===== config.mk =====
export PLATFORM = sky130hd
export DESIGN_NAME = u8250_regs
export DESIGN_NICKNAME = d
export VERILOG_FILES = /design/src/rtl/u8250_pkg.sv /design/src/rtl/u8250_regs.sv
export SDC_FILE = /design/constraint.sdc
export NUM_CORES = 1
export LEC_CHECK = 0
export BUFFER_PORTS_ARGS = -buffer_cell sky130_fd_sc_hd__buf_4
export CAP_MARGIN = 20
export CORE_AREA = 2 2 126 128
export DETAILED_ROUTE_END_ITERATION = 8
export DIE_AREA = 0 0 128 130
export GPL_TIMING_DRIVEN = 0
export SETUP_SLACK_MARGIN = 0.1
export SLEW_MARGIN = 20
export SYNTH_ARGS = -nofsm -noshare
export SYNTH_HDL_FRONTEND = slang
export SYNTH_SLANG_ARGS = --single-unit

===== constraint.sdc =====
create_clock -name clk -period 7.25 [get_ports clk]
set_input_delay 1.0875 -clock clk [delete_from_list [all_inputs] [get_ports clk]]
set_output_delay 1.0875 -clock clk [all_outputs]
set_load 0.05 [all_outputs]

===== src/rtl/u8250_pkg.sv =====
// Shared types and constants for the 8250 UART register block.
`default_nettype none

package u8250_pkg;

    localparam logic [1:0] OP_READ  = 2'd0;
    localparam logic [1:0] OP_WRITE = 2'd1;
    localparam logic [1:0] OP_PUSH  = 2'd2;

    localparam logic [2:0] OFS_RBR_THR = 3'd0;
    localparam logic [2:0] OFS_IER     = 3'd1;
    localparam logic [2:0] OFS_IIR     = 3'd2;
    localparam logic [2:0] OFS_LCR     = 3'd3;
    localparam logic [2:0] OFS_MCR     = 3'd4;
    localparam logic [2:0] OFS_LSR     = 3'd5;
    localparam logic [2:0] OFS_MSR     = 3'd6;
    localparam logic [2:0] OFS_SCR     = 3'd7;

    localparam logic [7:0] LCR_DLAB  = 8'h80;
    localparam logic [7:0] IIR_RDA   = 8'h04;
    localparam logic [7:0] IIR_THRE  = 8'h02;
    localparam logic [7:0] IIR_NONE  = 8'h01;
    localparam logic [7:0] LSR_IDLE  = 8'h60;
    localparam logic [7:0] MSR_FIXED = 8'hB0;

    localparam logic [31:0] BASE_RESET = 32'h1000_0000;

    typedef struct packed {
        logic [7:0] read_data;
        logic       tx_valid;
        logic [7:0] tx_byte;
        logic       rx_dropped;
        logic       pop;
    } resp_t;

endpackage

`default_nettype wire


===== src/rtl/u8250_regs.sv =====
// Register file, address decode and receive FIFO pointers.
`default_nettype none

module u8250_regs #(
    parameter int RX_DEPTH = 16,
    parameter int AW       = 4,
    parameter int CW       = 5
) (
    input  wire logic          clk,
    input  wire logic          rst_n,
    input  wire logic          accept,
    input  wire logic [1:0]    operation,
    input  wire logic [31:0]   address,
    input  wire logic [7:0]    write_data,
    input  wire logic [7:0]    rx_byte,
    input  wire logic [31:0]   base,
    output u8250_pkg::resp_t   resp,
    output logic               ram_wr_en,
    output logic [AW-1:0]      ram_wr_addr,
    output logic [7:0]         ram_wr_data,
    output logic               ram_rd_en,
    output logic [AW-1:0]      ram_rd_addr
);

    localparam int SW = CW + 1;

    logic [7:0]    lcr_reg, lcr_next;
    logic [7:0]    dll_reg, dll_next;
    logic [7:0]    dlm_reg, dlm_next;
    logic [7:0]    ier_reg, ier_next;
    logic [7:0]    mcr_reg, mcr_next;
    logic [7:0]    scr_reg, scr_next;
    logic [AW-1:0] head_reg, head_next;
    logic [CW-1:0] count_reg, count_next;

    logic [31:0]   offset;
    logic          in_range;
    logic [2:0]    idx;
    logic          dlab;
    logic          not_empty;
    logic          full;
    logic [SW-1:0] tail_sum;
    logic [AW-1:0] tail;
    logic          do_pop;
    logic          do_push;

    assign offset    = address - base;
    assign in_range  = (offset[31:3] == '0);
    assign idx       = offset[2:0];
    assign dlab      = (lcr_reg & u8250_pkg::LCR_DLAB) != 8'h00;
    assign not_empty = (count_reg != '0);
    assign full      = (count_reg == CW'(RX_DEPTH));
    assign tail_sum  = SW'(head_reg) + SW'(count_reg);
    assign tail      = (tail_sum >= SW'(RX_DEPTH)) ? AW'(tail_sum - SW'(RX_DEPTH))
                                                   : AW'(tail_sum);

    always_comb
    begin
        lcr_next = lcr_reg;
        dll_next = dll_reg;
        dlm_next = dlm_reg;
        ier_next = ier_reg;
        mcr_next = mcr_reg;
        scr_next = scr_reg;
        resp     = '0;
        do_pop   = 1'b0;
        do_push  = 1'b0;
        case (operation)
            u8250_pkg::OP_READ:
            begin
                if (in_range)
                begin
                    case (idx)
                        u8250_pkg::OFS_RBR_THR:
                        begin
                            if (dlab)
                            begin
                                resp.read_data = dll_reg;
                            end
                            else if (not_empty)
                            begin
                                do_pop   = 1'b1;
                                resp.pop = 1'b1;
                            end
                        end
                        u8250_pkg::OFS_IER: resp.read_data = dlab ? dlm_reg : ier_reg;
                        u8250_pkg::OFS_IIR:
                        begin
                            if (ier_reg[0] && not_empty)
                            begin
                                resp.read_data = u8250_pkg::IIR_RDA;
                            end
                            else if (ier_reg[1])
                            begin
                                resp.read_data = u8250_pkg::IIR_THRE;
                            end
                            else
                            begin
                                resp.read_data = u8250_pkg::IIR_NONE;
                            end
                        end
                        u8250_pkg::OFS_LCR: resp.read_data = lcr_reg;
                        u8250_pkg::OFS_MCR: resp.read_data = mcr_reg;
                        u8250_pkg::OFS_LSR: resp.read_data = u8250_pkg::LSR_IDLE
                                                             | {7'd0, not_empty};
                        u8250_pkg::OFS_MSR: resp.read_data = u8250_pkg::MSR_FIXED;
                        u8250_pkg::OFS_SCR: resp.read_data = scr_reg;
                        default:            resp.read_data = 8'h00;
                    endcase
                end
            end
            u8250_pkg::OP_WRITE:
            begin
                if (in_range)
                begin
                    case (idx)
                        u8250_pkg::OFS_RBR_THR:
                        begin
                            if (dlab)
                            begin
                                dll_next = write_data;
                            end
                            else
                            begin
                                resp.tx_valid = 1'b1;
                                resp.tx_byte  = write_data;
                            end
                        end
                        u8250_pkg::OFS_IER:
                        begin
                            if (dlab)
                            begin
                                dlm_next = write_data;
                            end
                            else
                            begin
                                ier_next = write_data;
                            end
                        end
                        u8250_pkg::OFS_LCR: lcr_next = write_data;
                        u8250_pkg::OFS_MCR: mcr_next = write_data;
                        u8250_pkg::OFS_SCR: scr_next = write_data;
                        default:            lcr_next = lcr_reg;
                    endcase
                end
            end
            u8250_pkg::OP_PUSH:
            begin
                if (full)
                begin
                    resp.rx_dropped = 1'b1;
                end
                else
                begin
                    do_push = 1'b1;
                end
            end
            default: resp = '0;
        endcase
    end

    always_comb
    begin
        head_next  = head_reg;
        count_next = count_reg;
        if (accept && do_pop)
        begin
            head_next  = (head_reg == AW'(RX_DEPTH - 1)) ? '0 : head_reg + AW'(1);
            count_next = count_reg - CW'(1);
        end
        else if (accept && do_push)
        begin
            count_next = count_reg + CW'(1);
        end
    end

    assign ram_wr_en   = accept && do_push;
    assign ram_wr_addr = tail;
    assign ram_wr_data = rx_byte;
    assign ram_rd_en   = accept && do_pop;
    assign ram_rd_addr = head_reg;

    always_ff @(posedge clk or negedge rst_n)
    begin
        if (!rst_n)
        begin
            lcr_reg   <= '0;
            dll_reg   <= '0;
            dlm_reg   <= '0;
            ier_reg   <= '0;
            mcr_reg   <= '0;
            scr_reg   <= '0;
            head_reg  <= '0;
            count_reg <= '0;
        end
        else
        begin
            head_reg  <= head_next;
            count_reg <= count_next;
            if (accept)
            begin
                lcr_reg <= lcr_next;
                dll_reg <= dll_next;
                dlm_reg <= dlm_next;
                ier_reg <= ier_next;
                mcr_reg <= mcr_next;
                scr_reg <= scr_next;
            end
        end
    end

endmodule

`default_nettype wire


Word level (Yosys, flattened, before mapping)
Cells that the tools add are included.

Add/subtract/negate cells: 6. Order comparisons: 1. Equal/unequal tests: 11. Multiplexer cells: 24. Bitwise gates (word level): 1. Reductions and logical operators: 14.

Operators by type and width (count): one-hot mux 8 bit (8 select lines) (1); 2-to-1 mux 8 bit (5); 2-to-1 mux 9 bit (4); subtractor 32 bit (1); logical NOT 29 bit (1); AND reduction 5 bit (3); equality test 3 bit (second input constant) (4); AND reduction 4 bit (3); 2-to-1 mux 5 bit (2); 2-to-1 mux 1 bit (9); 2-to-1 mux 4 bit (2); adder 4 x 5 -> 6 bit (1); equality test 3 x 2 -> 1 bit (second input constant) (2); greater-or-equal comparator 6 x 5 -> 1 bit (second input constant) (1); adder 5 x 1 -> 5 bit (second input constant) (1); equality test 5 bit (second input constant) (1); nonzero test 5 bit (1); subtractor 5 x 1 -> 5 bit (second input constant) (1); adder 4 x 1 -> 4 bit (second input constant) (1); equality test 4 bit (second input constant) (1); subtractor 4 x 1 -> 4 bit (second input constant) (1); equality test 3 x 1 -> 1 bit (second input constant) (1); logical AND 1 bit (3); logical NOT 3 bit (1); 6 further kinds (6).

Register bits: 57. Output and inout port bits: 37. Word-level logic and storage cells: 65.

Depth between registers and ports, before layout
Gate-level depths: netlist of the first run.

Depth in word-level cells: 8. Depth in mapped cells: 21. Mapped depth without buffers: 20.

Least setup slack after synthesis of the first run
OpenSTA, ideal clock, no wires.

Kind: input-to-output. Start point: input address[0]. End point: output resp[14] (netlist name). Arrival time: 5227 ps. Slack: 936 ps. Stages on the path: 14. Buffers on the path: 1. Cell sequence: inv_1 > ha_1 > fa_1 > nor2b_1 > o31a_1 > o21ai_2 > a21oi_1 > a21oi_1 > a2111o_1 > or4_4 > nor2_4 > buf_6 > nand2_4 > nor4_1.

RTL lines: start: declaration (RTL line u8250_regs.sv:13) `input wire logic [31:0] address,`; end: declaration (RTL line u8250_regs.sv:17) `output u8250_pkg::resp_t resp,`.

Worst setup path in the final report of the first run
Start point: input address[0]. End point: output resp[0] (netlist name).

Word-level cells in the longest chain between the ends: 5. Elaborated cells on any way between the ends: 6. Those cells by class: add/sub: 1; mux: 3; reduce/logical: 2.

Ends and longest elaborated chain: subtractor 32 bit * (RTL line u8250_regs.sv:47) `assign offset = address - base;`; parallel branches: the longest is 2 deep, another holds logical NOT 29 bit; 2-to-1 mux 1 bit * (2 in a row).

Every way passes the cells marked *.

==> results.txt, run 1 <==
Final min period = 6.094 ns
root buffer cell = clkbuf_16
Residual DRC = 0
R2R Setup Slk = 4.09 ns
Syn Std Cell Area = 5428 um^2
initial antenna violation count = 0
CTS tree = yes
Reg2Reg Launch Point = count_reg[0]
syn_nets = 758
data arrival time of the critical path = 5.01 ns
global-route wire length before repair = 25.57 mm
RSZ-0062 raised after global routing = false
Slew headroom = 33.75%
nets = 882
Buffers on Ports = 113
Crit Path Max Fanout = 10
DRT iter0 DRCs = 358
Initial Util = 35.19%
post-CTS setup buffers = 0
H-tree Lvls = 3
WL/cell = 16.58 um
most used cell, CP = buf_4
Leak = 3.410 nW
critical path startpoint category = primary input
die width = 128 um
R2R cell count = 13
final hold violations = 0
hold_ws = 0.4949 ns
Clock Tree Buf Depth = 2
status = finished, final reports clean
post-route antenna net violation count = 0
Hold Path Sink = dlm_reg[5]
Layout Area Growth over Synthesis = 25.80%
Max Slew Vio Count = 0
Slew @ Worst Pin = 0.9861 ns
Routed WL = 15.80 mm
reg-to-reg endpoint = count_reg[4]
fraction of registers with async set/reset = 100.0%
Post-synth EDFFs = 0
Max Clock Freq = 164.1 MHz
Cells after Synth = 632
largest net degree at the start of global routing = 58
Die Ht = 130 um
vias per cell = 5.538
Max Cap Viol = 0
Worst Setup End Kind = output port
worst-path cell chain = buf_4 -> inv_1 -> ha_1 -> fa_1 -> nor2b_1 -> o31a_1 -> o21ai_2 -> nand4_1 -> a2111oi_0 -> o22ai_1 -> or4_4 -> nor2_4 -> buf_6 -> nand2_4 -> buf_2 -> nor3_1 -> buf_4 -> buf_4
Distinct cells, synth = 77
Final HPWL DP = 12.27 mm
setup tns final = 0 ns
Crit Path Class = primary input to output port
Worst Path Required = 6.16 ns
CP max stage cell = a2111oi_0
post-cts resize count = 0
CP peak stage delay = 0.52 ns
vias in the first global route = 5127
Yosys Warn Count = 0
Sink Count = 57
RePlAce Congestion = 0.8704
Vias = 5278
WHS Path Cells = 1
Synth Area per Inst = 8.588 um^2
Worst-Skew Late Latency = 0.33 ns
Final Util = 44.27%
clock-pin slew on the worst setup and hold paths = 0.05 ns
core area = 15420 um^2
iteration count of the initial detailed-routing pass = 5
number of inserted diodes = 0
share of cells above drive strength 1 = 28.91%
Fillers = 1524
Final Setup Violations = 0
ys flop type = dfrtp_1
FP Rows = 46
Congestion Overflow GR = 0
DIE AREA = 16640 um^2
# IOs = 122
HP Start = dlm_reg[5]
Inserted Clock Buffers = 9
post-synthesis sequential area ratio = 26.28%
Cell Pwr Density = 180.1 nW/um^2
Max VDD drop = 0.0001101 V
Fin Clk Skew = 0.006074 ns
total track usage = 19.08%
cts hold-fix bufs = 0
period utilization = 84.06%
HP Class = flip-flop to flip-flop
synthesis-stage register bit count = 57
==> cells by family (layout without fill, tap and decap cells) <==
kind of cell | count (synthesis) | count (layout) | share of synthesized area [%]
buffers and inverters | 93 | 222 | 7.446
adder cells (fa/ha/maj) | 41 | 41 | 9.866
AO/OA/AOI/OAI | 180 | 180 | 22.31
XOR/XNOR | 21 | 21 | 3.389
flip-flops | 57 | 57 | 26.28
multiplexers | 61 | 61 | 12.52
AND/OR/NAND/NOR | 179 | 179 | 18.19
==> worst max path at each step <==
stage	from	end	slack, ns
4_1_cts	address[0]	resp[2]	1.20
3_3_place_gp	address[12]	resp[0]	1.22
6_report	address[0]	resp[0]	1.16
3_5_place_dp	address[0]	resp[0]	1.21
5_1_grt	base[12]	resp[0]	0.85
2_1_floorplan	address[0]	resp[14]	0.94
==> synthesized netlist by cell type (all sizes together) (3+ instances only) <==
master / instances / share of area [%]
inv: 59 / 4.1
nand3: 20 / 1.8
xor2: 6 / 0.97
a31oi: 11 / 1.3
a211oi: 8 / 1.1
mux2i: 6 / 1.1
o21a: 5 / 0.69
o31ai: 5 / 0.69
nand2: 52 / 3.7
nand2b: 3 / 0.35
xnor2: 15 / 2.4
a21o: 10 / 1.4
buf: 18 / 2.2
and3: 5 / 0.58
nor2b: 5 / 0.58
fa: 3 / 1.1
nand4: 15 / 3.2
o21ai: 39 / 3.7
o311ai: 4 / 0.65
nor4: 7 / 0.81
nor3: 21 / 1.9
mux2: 55 / 11
o21bai: 6 / 0.83
ha: 38 / 8.8
and2: 7 / 0.81
a2111oi: 6 / 1.2
a21oi: 51 / 4.8
or3: 3 / 0.35
a211o: 4 / 0.65
dfrtp: 57 / 26
nor2: 29 / 2.1
clkbuf: 16 / 1.1
o22ai: 3 / 0.35
==> placed cells by master (no fill, tap or decap), drive strengths merged, types with 7 or more instances in the layout <==
master  synthesis  routed
ha             38      38
mux2           55      55
buf            18     131
o21ai          39      39
nand2          52      52
and2            7       7
dfrtp          57      57
nor3           21      21
nand4          15      15
a211oi          8       8
nand3          20      20
a31oi          11      11
nor2           29      29
clkbuf         16      26
inv            59      62
nor4            7       7
xnor2          15      15
a21o           10      10
a21oi          51      51
==> final cells by class <==
cell class	count	area (um^2)	share of cell area, %
Timing Repair Buffer	113	848.3	12.42
Clock buffer	10	239.0	3.500
Tap cell	192	240.2	3.518
Inverter	59	221.5	3.244
Sequential cell	57	1426	20.89
Clock inverter	6	72.57	1.063
Multi-Input combinational cell	482	3597	52.68
Buffer	34	182.7	2.675
==> worst max-delay path: cells and delay by family <==
family	cells	cell delay [ns]
AO/OA/AOI/OAI	4	1.30
AND/OR/NAND/NOR	6	1.22
buffers and inverters	6	0.92
adder cells (fa/ha/maj)	2	0.47
==> metal layers <==
metal	vias to the layer above	routed length, um	track usage [%]
li1	2565	-	-
met1	2530	7111	24.86
met2	163	7701	32.87
met3	20	812	3.485
met4	0	177	4.848
met5	-	0	0
==> stage by stage <==
| step | setup WS [ns] | instances | cell area [um^2] | power (mW) |
|---|---|---|---|---|
| finish | 1.156 | 953 | 6828 | 1.230 |
| global route | 0.8516 | 953 | 6828 | 1.300 |
| CTS | 1.201 | 953 | 6828 | 1.233 |
| detailed placement | 1.212 | 937 | 6516 | 0.7939 |
| global placement | 1.216 | 937 | 6516 | 0.7826 |
| floorplan | 0.9358 | 632 | 5428 | 0.6558 |
==> where the power goes <==
part	leakage [nW]	internal, mW	switching (mW)	total (mW)
clock	0.150	0.279	0.160	0.439
combinational	2.48	0.172	0.272	0.444
sequential	0.783	0.331	0.0160	0.347
total	3.41	0.782	0.448	1.23
Power figures use the tool's default switching activity.
==> inputs of run 2 (changes only) <==
clock period = 5.1 ns   (was 7.25 ns; I/O delays follow)
==> run 2 against run 1 <==
Effect of this change: clock-buffer cell count stayed put; global-route usage down 0.11 points; power increased by 42%; register-to-register slack worse by 2.1 ns; worst hold slack got worse by 0.0024 ns; via count up 1.8%; sequential power increased by 43%; combinational power is 49% higher; flip-flop and latch count stayed put; sequential share of layout area decreased by 0.83 points; first-iteration DRC count is 23% lower; largest cell class unchanged; largest power group unchanged.
==> results.txt, run 2 (synthesis results as in run 1) <==
initial antenna violation count = 0 (unchanged)
HP Class = flip-flop to flip-flop
Final min period = 4.868 ns
WHS Path Cells = 1 (unchanged)
global-route wire length before repair = 25.34 mm (-0.89%)
final hold violations = 0 (unchanged)
Cell Pwr Density = 246.1 nW/um^2 (+37%)
area occupied by multi-input gates = 3800 um^2 (+5.6%)
Buffers on Ports = 113 (unchanged)
Fin Clk Skew = 0.003829 ns (-0.002244 ns)
Max Cap Viol = 0 (unchanged)
Crit Path Max Fanout = 10 (unchanged)
vias in the first global route = 5105 (-0.43%)
vias per cell = 5.605 (+1.2%)
Fillers = 1495 (-1.9%)
number of inserted diodes = 0 (unchanged)
share of cells above drive strength 1 = 33.64% (+4.7 points)
iteration count of the initial detailed-routing pass = 5 (unchanged)
status = finished, final reports clean
cts hold-fix bufs = 0 (unchanged)
setup tns final = 0 ns (unchanged)
clock-pin slew on the worst setup and hold paths = 0.05 ns (about the same)
period utilization = 95.46%
Routed WL = 16.14 mm (+2.1%)
R2R cell count = 13 (unchanged)
FP Rows = 46 (unchanged)
Max VDD drop = 0.0002420 V (+120%)
setup ws final = 0.2315 ns (-0.9242 ns)
Layout Area Growth over Synthesis = 31.03%
WL/cell = 16.83 um (+1.5%)
Residual DRC = 0 (unchanged)
combined flip-flop and latch cell area = 1426 um^2 (unchanged)
highest-count cells in the layout ignoring fill and taps = buf_4 (131), inv_1 (59), dfrtp_1 (57)
RePlAce Congestion = 0.8909 (+2.4%)
RSZ-0062 raised after global routing = false
dpl ws = -0.2182 ns (-1.430 ns)
CTS tree = yes
Sink Count = 57 (unchanged)
Crit Path Class = primary input to output port
Inserted Clock Buffers = 9 (unchanged)
DIE AREA = 16640 um^2 (unchanged)
Worst Setup End Kind = output port
DRT iter0 DRCs = 275 (-23%)
Die Ht = 130 um (unchanged)
Leak = 3.461 nW (+1.5%)
H-tree Lvls = 3 (unchanged)
Max Slew Vio Count = 0 (unchanged)
root buffer cell = clkbuf_16
Worst Path Required = 4.34 ns (-1.82 ns)
core area = 15420 um^2 (unchanged)
Slew headroom = 37.58% (+3.8 points)
Vias = 5375 (+1.8%)
die width = 128 um (unchanged)
post-route antenna net violation count = 0 (unchanged)
Max Clock Freq = 205.4 MHz
Clock Tree Buf Depth = 2 (unchanged)
Initial Util = 35.19% (unchanged)
Final Util = 46.11% (+1.8 points)
Congestion Overflow GR = 0 (unchanged)
Worst-Skew Late Latency = 0.32 ns (about the same)
largest net degree at the start of global routing = 58 (unchanged)
critical path startpoint category = primary input
nets = 889 (+0.79%)
data arrival time of the critical path = 4.10 ns (-0.91 ns)
Slew @ Worst Pin = 0.9291 ns (-0.05701 ns)
Final Setup Violations = 0 (unchanged)
Final HPWL DP = 12.22 mm (-0.48%)
total track usage = 18.97% (-0.11 points)
# IOs = 122 (unchanged)
most common cell after layout, fill and taps aside = buf_4
==> run 2: cell count changes in the layout (fill, tap and decap cells not counted), moves of 4 or more <==
cell | previous run | this run
nor4_1 | 7 | 3
buf_4 | 123 | 131
nor3_2 | 0 | 6
nor3_1 | 21 | 15
nor4_2 | 0 | 4
clkbuf_1 | 15 | 11
==> run 2: worst paths after layout <==
check                                 end    startpoint  slack, ns
max                               resp[8]    address[0]       0.23
min                          count_reg[4]  count_reg[4]       0.49
max reg2reg                  count_reg[4]  count_reg[0]       1.95
min reg2reg                  count_reg[4]  count_reg[4]       0.49
max in group asynchronous  ram_rd_addr[0]         rst_n       4.10
min in group asynchronous      dlm_reg[3]         rst_n       0.50
==> run 2: metal layers <==
| metal | GRT usage (%) | vias to the layer above | routed length [um] |
|---|---|---|---|
| met4 | 3.943 | 0 | 205 |
| met2 | 33.03 | 163 | 7762 |
| met1 | 24.90 | 2602 | 7290 |
| met3 | 3.239 | 19 | 878 |
| met5 | 0 | - | 0 |
| li1 | - | 2591 | - |
==> run 2: per-stage QoR <==
step | cell area, um^2 | hold WS (ns) | cells | total power, mW
2_1_floorplan | 5453 | 0.4585 | 632 | 0.9340
3_3_place_gp | 6541 | 0.4758 | 937 | 1.121
3_5_place_dp | 6541 | 0.4809 | 937 | 1.137
4_1_cts | 6963 | 0.4936 | 959 | 1.748
5_1_grt | 7112 | 0.5136 | 959 | 1.845
6_report | 7112 | 0.4925 | 959 | 1.750
==> run 2: final cells by class <==
class,instances,area share (%)
Timing Repair Buffer,124,13.19
Buffer,30,2.674
Multi-Input combinational cell,482,53.43
Clock buffer,10,3.360
Clock inverter,5,0.7917
Sequential cell,57,20.06
Inverter,59,3.114
Tap cell,192,3.378
==> run 2: what timing repair did <==
action | 4_1_cts | 5_1_grt
setup endpoints to repair | 19 | 20
buffers inserted | 9 | 2
resized for setup | 14 | 31
pin swaps | 6 | 9
==> run 2: worst max-delay path, cell delays in order <==
cell	delay, ns
buf_4	0.08
inv_1	0.03
ha_1	0.23
fa_2	0.38
nor2b_2	0.13
o31a_1	0.30
o21ai_4	0.12
a21oi_1	0.19
a21oi_1	0.08
a2111o_1	0.36
or4_4	0.50
nor2_4	0.14
buf_8	0.13
nand2_8	0.08
buf_12	0.17
nor3_1	0.17
buf_4	0.24
==> run 2: power breakdown <==
group / internal [mW] / leakage, nW / switching (mW) / total, mW
Combinational: 0.258 / 2.53 / 0.404 / 0.662
Clock: 0.387 / 0.144 / 0.205 / 0.592
Sequential: 0.471 / 0.783 / 0.0254 / 0.496
